<file path="src/design/lcdp_pkg.sv">
// shared types and constants for the lcd command stream parser
package lcdp_pkg;

  // display action codes carried on the result channel
  typedef enum logic [1:0] {
    ACT_CHAR   = 2'd0,
    ACT_CMD    = 2'd1,
    ACT_LOCATE = 2'd2,
    ACT_INIT   = 2'd3
  } action_t;

  // configuration register indexes
  localparam logic [1:0] REG_PREFIX  = 2'd0;
  localparam logic [1:0] REG_SUFFIX  = 2'd1;
  localparam logic [1:0] REG_FLOOR   = 2'd2;
  localparam logic [1:0] REG_CEILING = 2'd3;

  // register reset values
  localparam logic [7:0] PREFIX_RST  = 8'hFE;
  localparam logic [7:0] SUFFIX_RST  = 8'hFD;
  localparam logic [7:0] FLOOR_RST   = 8'h20;
  localparam logic [7:0] CEILING_RST = 8'hFD;

  // frame command codes with their own meaning
  localparam logic [7:0] CODE_LOCATE = 8'h81;
  localparam logic [7:0] CODE_INIT   = 8'h82;

  // configuration values seen by the parser
  typedef struct packed {
    logic [7:0] prefix_byte;
    logic [7:0] suffix_byte;
    logic [7:0] printable_floor;
    logic [7:0] printable_ceiling;
  } cfg_t;

  // one result transaction
  typedef struct packed {
    logic       valid;
    action_t    action;
    logic [7:0] char_or_code;
    logic [7:0] row;
    logic [7:0] column;
  } result_t;

endpackage

</file>
<file path="src/design/lcdp_parser.sv">
// frame state and byte decode for the lcd command stream parser
module lcdp_parser #(
  parameter int FRAME_BYTES = 3
) (
  input  logic             clk,
  input  logic             rst_n,
  input  lcdp_pkg::cfg_t   cfg,
  input  logic             acc,
  input  logic [7:0]       rx_byte,
  output lcdp_pkg::result_t res
);
  import lcdp_pkg::*;

  localparam int CW = $clog2(FRAME_BYTES + 1);
  localparam int IW = $clog2(FRAME_BYTES);

  logic          in_command_r, in_command_nxt;
  logic [CW-1:0] count_r, count_nxt;
  logic [7:0]    frame_r [FRAME_BYTES];
  logic          store;
  logic [7:0]    code, prm_row, prm_col;

  // stored bytes beyond the count read as zero
  assign code    = (count_r > CW'(0)) ? frame_r[0] : 8'h00;
  assign prm_row = (count_r > CW'(1)) ? frame_r[1] : 8'h00;
  assign prm_col = (count_r > CW'(2)) ? frame_r[2] : 8'h00;

  // decode of one byte against the current frame state
  always_comb begin
    in_command_nxt   = in_command_r;
    count_nxt        = count_r;
    store            = 1'b0;
    res.valid        = 1'b0;
    res.action       = ACT_CHAR;
    res.char_or_code = rx_byte;
    res.row          = 8'h00;
    res.column       = 8'h00;
    if (!in_command_r) begin
      if (rx_byte == cfg.prefix_byte) begin
        in_command_nxt = 1'b1;
      end else if (rx_byte > cfg.printable_floor && rx_byte < cfg.printable_ceiling) begin
        res.valid = 1'b1;
      end
    end else if (rx_byte == cfg.suffix_byte) begin
      // execute the frame and leave command mode
      res.valid        = 1'b1;
      res.char_or_code = code;
      if (code == CODE_LOCATE) begin
        res.action = ACT_LOCATE;
        res.row    = prm_row;
        res.column = prm_col;
      end else if (code == CODE_INIT) begin
        res.action = ACT_INIT;
      end else begin
        res.action = ACT_CMD;
      end
      in_command_nxt = 1'b0;
      count_nxt      = '0;
    end else if (count_r == CW'(FRAME_BYTES)) begin
      // overlong frame is dropped silently
      in_command_nxt = 1'b0;
      count_nxt      = '0;
    end else begin
      store     = 1'b1;
      count_nxt = count_r + CW'(1);
    end
  end

  // control state
  always_ff @(posedge clk) begin
    if (!rst_n) begin
      in_command_r <= 1'b0;
      count_r      <= '0;
    end else if (acc) begin
      in_command_r <= in_command_nxt;
      count_r      <= count_nxt;
    end
  end

  // frame byte storage
  always_ff @(posedge clk) begin
    if (acc && store) begin
      frame_r[count_r[IW-1:0]] <= rx_byte;
    end
  end

endmodule

</file>
<file path="src/design/lcd_command_stream_parser_unit.sv">
// top level of the lcd command stream parser with config registers and output skid
// output: a result is registered into out_r, or into the skid entry while out_r holds an untaken result
// throughput: one byte per cycle while in_stall is low; a two-entry output buffer keeps input open
//   while one result waits, in_stall rises only when both entries are full
// reset: synchronous active-low rst_n clears command mode, the frame count
//   and the output buffer, and loads the register defaults
module lcd_command_stream_parser_unit #(
  parameter int FRAME_BYTES = 3
) (
  input  logic                clk,
  input  logic                rst_n,
  input  logic                cfg_we,
  input  logic [1:0]          cfg_index,
  input  logic [7:0]          cfg_wdata,
  input  logic                in_valid,
  output logic                in_stall,
  input  logic [7:0]          in_rx_byte,
  output logic                out_valid,
  input  logic                out_stall,
  output lcdp_pkg::action_t   out_action,
  output logic [7:0]          out_char_or_code,
  output logic [7:0]          out_row,
  output logic [7:0]          out_column
);
  import lcdp_pkg::*;

  cfg_t    cfg_r;
  result_t res;
  result_t out_r, skid_r;
  logic    in_acc, take, push;

  // configuration registers
  always_ff @(posedge clk) begin
    if (!rst_n) begin
      cfg_r.prefix_byte       <= PREFIX_RST;
      cfg_r.suffix_byte       <= SUFFIX_RST;
      cfg_r.printable_floor   <= FLOOR_RST;
      cfg_r.printable_ceiling <= CEILING_RST;
    end else if (cfg_we) begin
      unique case (cfg_index)
        REG_PREFIX:  cfg_r.prefix_byte       <= cfg_wdata;
        REG_SUFFIX:  cfg_r.suffix_byte       <= cfg_wdata;
        REG_FLOOR:   cfg_r.printable_floor   <= cfg_wdata;
        REG_CEILING: cfg_r.printable_ceiling <= cfg_wdata;
        default: ;
      endcase
    end
  end

  lcdp_parser #(
    .FRAME_BYTES (FRAME_BYTES)
  ) u_parser (
    .clk     (clk),
    .rst_n   (rst_n),
    .cfg     (cfg_r),
    .acc     (in_acc),
    .rx_byte (in_rx_byte),
    .res     (res)
  );

  // handshake terms
  assign in_stall = skid_r.valid;
  assign in_acc   = in_valid && !in_stall;
  assign take     = out_r.valid && !out_stall;
  assign push     = in_acc && res.valid;

  // output register and skid entry
  always_ff @(posedge clk) begin
    if (!rst_n) begin
      out_r.valid  <= 1'b0;
      skid_r.valid <= 1'b0;
    end else if (skid_r.valid) begin
      if (take) begin
        out_r        <= skid_r;
        skid_r.valid <= 1'b0;
      end
    end else if (push) begin
      if (!out_r.valid || take) begin
        out_r <= res;
      end else begin
        skid_r <= res;
      end
    end else if (take) begin
      out_r.valid <= 1'b0;
    end
  end

  assign out_valid        = out_r.valid;
  assign out_action       = out_r.action;
  assign out_char_or_code = out_r.char_or_code;
  assign out_row          = out_r.row;
  assign out_column       = out_r.column;

  // skid entry only fills behind a waiting output
  a_skid_behind_out: assert property (@(posedge clk) disable iff (!rst_n)
    skid_r.valid |-> out_r.valid)
    else $error("skid entry valid while output register empty");

  // a full skid entry drains into the output when taken
  a_skid_drain: assert property (@(posedge clk) disable iff (!rst_n)
    (skid_r.valid && take) |=> (out_r.valid && !skid_r.valid))
    else $error("skid entry not moved to output");

  // a byte that yields a result while the buffer is open must show up
  a_push_visible: assert property (@(posedge clk) disable iff (!rst_n)
    push |=> out_r.valid)
    else $error("result lost after accepted byte");

endmodule

</file>
<file path="config.mk">
export PLATFORM = sky130hd
export DESIGN_NAME = lcd_command_stream_parser_unit
export DESIGN_NICKNAME = d
export VERILOG_FILES = /design/src/design/lcdp_pkg.sv /design/src/design/lcdp_parser.sv /design/src/design/lcd_command_stream_parser_unit.sv
export SDC_FILE = /design/constraint.sdc
export NUM_CORES = 1
export LEC_CHECK = 0
export ABC_AREA = 1
export BUFFER_PORTS_ARGS = -buffer_cell sky130_fd_sc_hd__buf_2
export CORE_MARGIN = 2
export CORE_UTILIZATION = 41
export DETAILED_ROUTE_END_ITERATION = 12
export SYNTH_ARGS = -nofsm -noshare
export SYNTH_HDL_FRONTEND = slang
export SYNTH_SLANG_ARGS = --single-unit
</file>
<file path="constraint.sdc">
create_clock -name clk -period 3 [get_ports clk]
set_input_delay 0.15 -clock clk [delete_from_list [all_inputs] [get_ports clk]]
set_output_delay 0.15 -clock clk [all_outputs]
set_load 0.03 [all_outputs]
</file>
After elaboration in Yosys (flattened, before gate mapping)
Memories as Yosys holds them, arrays and structs flattened.
Index checks and enable logic that the tools add are counted.
Widths: inputs -> output; s select.
{"block": "op_classes", "n_addsub": 1, "magnitude_cmp": 5, "eq_ne": 10, "mux": 30, "n_bitwise": 2, "reduce_logical": 21}
{"cell": "$mux 27", "n": 6}
{"cell": "$mux 26", "n": 2}
{"cell": "$mux 8", "n": 3}
{"cell": "$eq 8x8->1", "n": 2}
{"cell": "$eq 8x8->1 const B", "n": 2}
{"cell": "$mux 16", "n": 1}
{"cell": "$mux 1", "n": 14}
{"cell": "$reduce_and 2->1", "n": 5}
{"cell": "$gt 8x8->1", "n": 1}
{"cell": "$lt 8x8->1", "n": 1}
{"cell": "$mux 2", "n": 4}
{"cell": "$reduce_and 4->1", "n": 2}
{"cell": "$eq 2x2->1 const B", "n": 3}
{"cell": "$reduce_bool 2->1", "n": 3}
{"cell": "$logic_and 1x1->1", "n": 5}
{"cell": "$gt 2x1->1 const B", "n": 2}
{"cell": "$logic_not 1->1", "n": 3}
{"cell": "$ne 3x2->1 const B", "n": 1}
{"cell": "$reduce_and 3->1", "n": 1}
{"cell": "$add 2x1->2 const B", "n": 1}
{"cell": "$eq 2x1->1 const B", "n": 1}
{"cell": "$gt 2x2->1 const B", "n": 1}
{"cell": "$logic_not 2->1", "n": 1}
{"cell": "$ne 2x1->1 const B", "n": 1}
{"cell": "2 further kinds", "n": 3}
{"block": "word_totals", "reg_bits": 89, "mem_bits_rw": 24, "in_bits": 23, "output_inout_bits": 28, "wordCells": 86, "memories": 1}
{"memory": "u_parser.frame_r", "words": 3, "word_bits": 8, "read_ports": 3, "rd_ports_with_merged_regs": 0, "wr": 1, "line": "lcdp_parser.sv:19", "source": "logic [7:0] frame_r [FRAME_BYTES];"}

Longest topological paths before layout
{"block": "logic_depth", "ltp_word": 10, "mapped_depth": 13, "mapped_depth_nobuf": 13}

Cells and area by module
A second synthesis with hierarchy kept.
{"block": "hier_totals", "hier_cells": 569, "hier_area_um2": 5293.8}
{"module": "lcd_command_stream_parser_unit", "instances": 1, "cells_per_inst": 324, "area_each_um2": 3330.7}
{"module": "lcdp_parser", "instances": 1, "cells_per_inst": 245, "area_each_um2": 1963.1}

Least setup slack after synthesis
Ideal clock, no wire load.
{"block": "synth_timing", "path_kind": "flip-flop to flip-flop", "from": "register skid_r (netlist bit in_stall)", "to": "register out_r (netlist bit out_action[0]), enable pin", "setup_ns": 0.409, "t_arrival_ns": 2.373, "required_time_ns": 2.591, "setup_slack_ns": 0.219, "stages_incl_launch_ff": 11, "n_path_buf": 1, "period_less_slack_ns": 2.781, "path_cell_list": "dfxtp_1 > clkbuf_1 > inv_1 > nand2_1 > nor2_1 > nand3_1 > nor2_1 > nand4_1 > nand3_1 > nand2_1 > nor2_1"}
{"block": "synth_via", "elab_chain_cells": 5, "word_cells_on_any_way": 7, "cone_classes": "1 x eq/ne; 6 x reduce/logical"}
{"item": "from (decl)", "line": "lcd_command_stream_parser_unit.sv:29", "source": "result_t out_r, skid_r;"}
{"item": "from (signal assigned)", "line": "lcd_command_stream_parser_unit.sv:81", "source": "skid_r <= res;"}
{"item": "$logic_not 1->1", "line": "lcd_command_stream_parser_unit.sv:63", "source": "assign in_acc = in_valid && !in_stall;"}
{"item": "$logic_and 1x1->1", "line": "lcd_command_stream_parser_unit.sv:63"}
{"item": "$logic_and 1x1->1", "line": "lcd_command_stream_parser_unit.sv:65", "source": "assign push = in_acc && res.valid;"}
{"item": "$reduce_bool 2->1 (no line)"}
{"item": "$reduce_and 4->1 (no line) *"}
{"item": "to (signal assigned)", "line": "lcd_command_stream_parser_unit.sv:74", "source": "out_r <= skid_r;"}
{"item": "to (signal assigned)", "line": "lcd_command_stream_parser_unit.sv:79", "source": "out_r <= res;"}
{"item": "to (decl)", "line": "lcd_command_stream_parser_unit.sv:29"}
Every way passes the cells marked *; elsewhere a longest branch is shown, timed or not.
A chain may end at the register's enable or synchronous reset.

Final worst setup path
{"block": "layout_timing", "from": "register u_parser.count_r[0]", "to": "register out_r (netlist bit out_column[3]), data pin"}
{"block": "layout_via", "elab_chain_cells": 9, "word_cells_on_any_way": 11, "cone_classes": "2 x order compare; 1 x eq/ne; 8 x mux"}
{"item": "from (decl)", "line": "lcdp_parser.sv:18", "source": "logic [CW-1:0] count_r, count_nxt;"}
{"item": "from (signal assigned)", "line": "lcdp_parser.sv:76", "source": "count_r <= count_nxt;"}
{"item": "$gt 2x1->1", "line": "lcdp_parser.sv:24", "source": "assign code = (count_r > CW'(0)) ? frame_r[0] : 8'h00;"}
{"item": "$mux 8", "line": "lcdp_parser.sv:24"}
{"item": "$eq 8x8->1", "line": "lcdp_parser.sv:48", "source": "if (code == CODE_LOCATE) begin"}
{"item": "$mux 16 *", "line": "lcdp_parser.sv:48"}
{"item": "$mux 27 *", "line": "lcdp_parser.sv:44", "source": "end else if (rx_byte == cfg.suffix_byte) begin"}
{"item": "$mux 26 *", "line": "lcdp_parser.sv:38", "source": "if (!in_command_r) begin"}
{"item": "$mux 27 *", "line": "lcd_command_stream_parser_unit.sv:78", "source": "if (!out_r.valid || take) begin"}
{"item": "$mux 26 *", "line": "lcd_command_stream_parser_unit.sv:77", "source": "end else if (push) begin"}
{"item": "$mux 27 *", "line": "lcd_command_stream_parser_unit.sv:72", "source": "end else if (skid_r.valid) begin"}
Every way passes the cells marked *; elsewhere a longest branch is shown, timed or not. The select of a mux whose other input is x is not followed.

==> impl_metrics.csv <==
group,metric,value,unit
timing,min_period_over_period,0.710,
critical_path,cp_max_fo,10,
finish,diodes,0,
timing,finClkSkew,7.66,ps
timing,relSlewSlack,0.560,
yosys,yosys.area.top_type,"edfxtp_1",
place,gp_congestion,0.806,
min_path,hold_class,"primary input to register",
yosys,synth_flop_cell,"edfxtp_1",
critical_path,critPathArrivalTime,2380,ps
floorplan,die_h,114,um
finish,syn2layout_area_growth,20.1,%
clock_tree,cts_root_buf,"clkbuf_16",
finish,drive_above_1_share,0.164,
power,power,3.86,mW
yosys,netlist_top_cells_area,"edfxtp_1 (46%), dfxtp_1 (15%), nand2_1 (8.6%)",
routing,avgViaCountPerCell,4.77,
power,leakagePower,2.61,nW
clock_tree,max-clock-path-buffers,2,
clock_tree,htreeDepth,4,
job,drv_cap,0,
timing,timing.fmax,469,MHz
place,portBuffers,50,
place,hpwlAfterDp,6940,um
timing,period_needed,2130,ps
global_route,track_usage,0.169,
critical_path,cp-end-kind,"register",
power,ir_worst_vdd,0.408,mV
timing,setup_viol,0,
timing,drv_slew,0,
yosys,synth.top_cell.area_share,0.461,
routing,firstDrtPassIters,4,
clock_tree,cts_tree,"done",
finish,utilization,0.499,
routing,wl,9990,um
yosys,yosysUniqueCellTypes,26,
yosys,synth_common_cells,"nand2_1 (114), edfxtp_1 (76), nor2_1 (64)",
floorplan,core_area,11900,um^2
finish,nFillCells,1148,
global_route,grt_max_degree,32,
critical_path,criticalPathCategory,"register to register",
clock_tree,cts.sinks,113,
routing,vias,3493,
floorplan,ios,51,
timing,worst_pin_slew,658,ps
routing,drc,0,
yosys,ys_seq_area_frac,0.610,
power,p_per_area,649,nW/um^2
timing,hold_viol,0,
yosys,syn_area_per_cell,9.75,um^2
floorplan,die-area,13000,um^2
yosys,synthMostInstantiatedCell,"nand2_1",
yosys,synth.cell_area,4950,um^2
floorplan,start_util,0.416,
yosys,ys_async_sr_fraction,0,
clock_tree,postCtsSetupBuffers,0,
yosys,yosysWarnings,0,
global_route,grt_antenna_before_repair,0,
yosys,synth_cells,508,
place,place_ws,846,ps
yosys,syn-num-nets,551,
critical_path,cp_data_required_time,3250,ps
timing,setup_slack,869,ps
timing,rsz0062_at_grt,"no",
timing,setup_tns,0,ps
yosys,synth_edf_count,76,
floorplan,num_rows,40,
global_route,grt_overflow_total,0,
clock_tree,clkTransAtPathRegs,50,ps
finish,finalNetCount,615,
floorplan,die_x,114,um
critical_path,critPathLaunchType,"register",
global_route,grt_pass1_wl,16500,um
clock_tree,insertion_delay,410,ps
finish,multiInputGateArea,1650,um^2
clock_tree,cts_buffers,17,
routing,drt_iter0_drc,217,
routing,wl_per_cell,13.7,um
global_route,grt_pass1_vias,3396,
outcome,status,"completed",
yosys,yosys_register_bits,113,
clock_tree,cts_resized,0,
finish,regArea,3020,um^2
routing,ant_nets,0,
critical path: stages (launching register included):
cell,delay (ps)
dfxtp_1,380
inv_1,110
ha_1,220
inv_2,150
nand2_2,80
a21oi_1,120
nand3_1,100
inv_1,80
nand2_2,90
nor2_2,270
nand3_1,170
a21oi_1,210
kinds of logic (layout without fill, tap and decap cells):
| family | after synthesis | after routing | synth area share |
|---|---|---|---|
| compound gates | 67 | 67 | 0.0712 |
| buf+inv | 72 | 149 | 0.0571 |
| fa+ha+maj | 20 | 20 | 0.0505 |
| xor+xnor | 16 | 16 | 0.0283 |
| flops | 113 | 113 | 0.610 |
| simple gates | 220 | 220 | 0.182 |
layout make-up:
cell class                 count  share of cell area
clock buffer                  19              0.0728
clock inverter                13              0.0202
multi-input combinational    323               0.278
sequential                   113               0.508
timing repair buffer          58              0.0530
inverter                      59              0.0372
tap                          147              0.0309
where the power goes:
group          switching, mW  internal, mW
sequential            0.0153          1.71
combinational          0.182        0.0896
clock                  0.665          1.20
total                  0.862          3.00
per-stage QoR:
step	instances	instance area [um^2]	hold slack (ps)
final	732	5950	24.4
after global routing	732	5950	33.9
after CTS	732	5950	3.14
after detailed placement	698	5380	414
after global placement	698	5380	420
after floorplan	508	4950	249
registers in the layout, summed over array words and instances, names as in the netlist:
| signal | cells |
|---|---|
| out_valid | 1 |
| cfg_r | 32 |
| out_row | 8 |
| u_parser.in_command_r | 1 |
| in_stall | 1 |
| out_char_or_code | 8 |
| u_parser.count_r | 2 |
| u_parser.frame_r | 24 |
| skid_r | 26 |
| out_column | 8 |
| out_action | 2 |
final timing paths:
path / start / to / slack (ps) / cells after the start
min: cfg_wdata[2] / cfg_r[26]$_SDFFE_PN1P_ / 20 / 3
max: u_parser.count_r[0]$_SDFFE_PN0P_ / out_column[3]$_DFFE_PP_ / 870 / 11
max reg2reg: u_parser.count_r[0]$_SDFFE_PN0P_ / out_column[3]$_DFFE_PP_ / 870 / 11
min reg2reg: cfg_r[14]$_SDFFE_PN0P_ / cfg_r[14]$_SDFFE_PN0P_ / 460 / 2
placed cells by master (no fill, tap or decap), drive strengths merged, types with 4 or more instances in the layout:
cell / n
nand2: 117
edfxtp: 76
nor2: 67
inv: 59
buf: 56
dfxtp: 37
o21ai: 33
a21oi: 30
nand3: 29
ha: 20
clkbuf: 19
xnor2: 16
clkinv: 7
nor3: 5
clkinvlp: 4
per-layer routing:
metal,up-vias,wire [um],global-route usage
met5,-,0,0
met4,0,115,0.0667
met3,12,416,0.0537
met2,86,4850,0.284
met1,1595,4610,0.204
li1,1800,-,-
timing repair:
action	4_1_cts	5_1_grt
setup endpoints to repair	0	0
hold endpoints to repair	3	0
hold buffers	2	0
(Power assumes the default switching activity.)
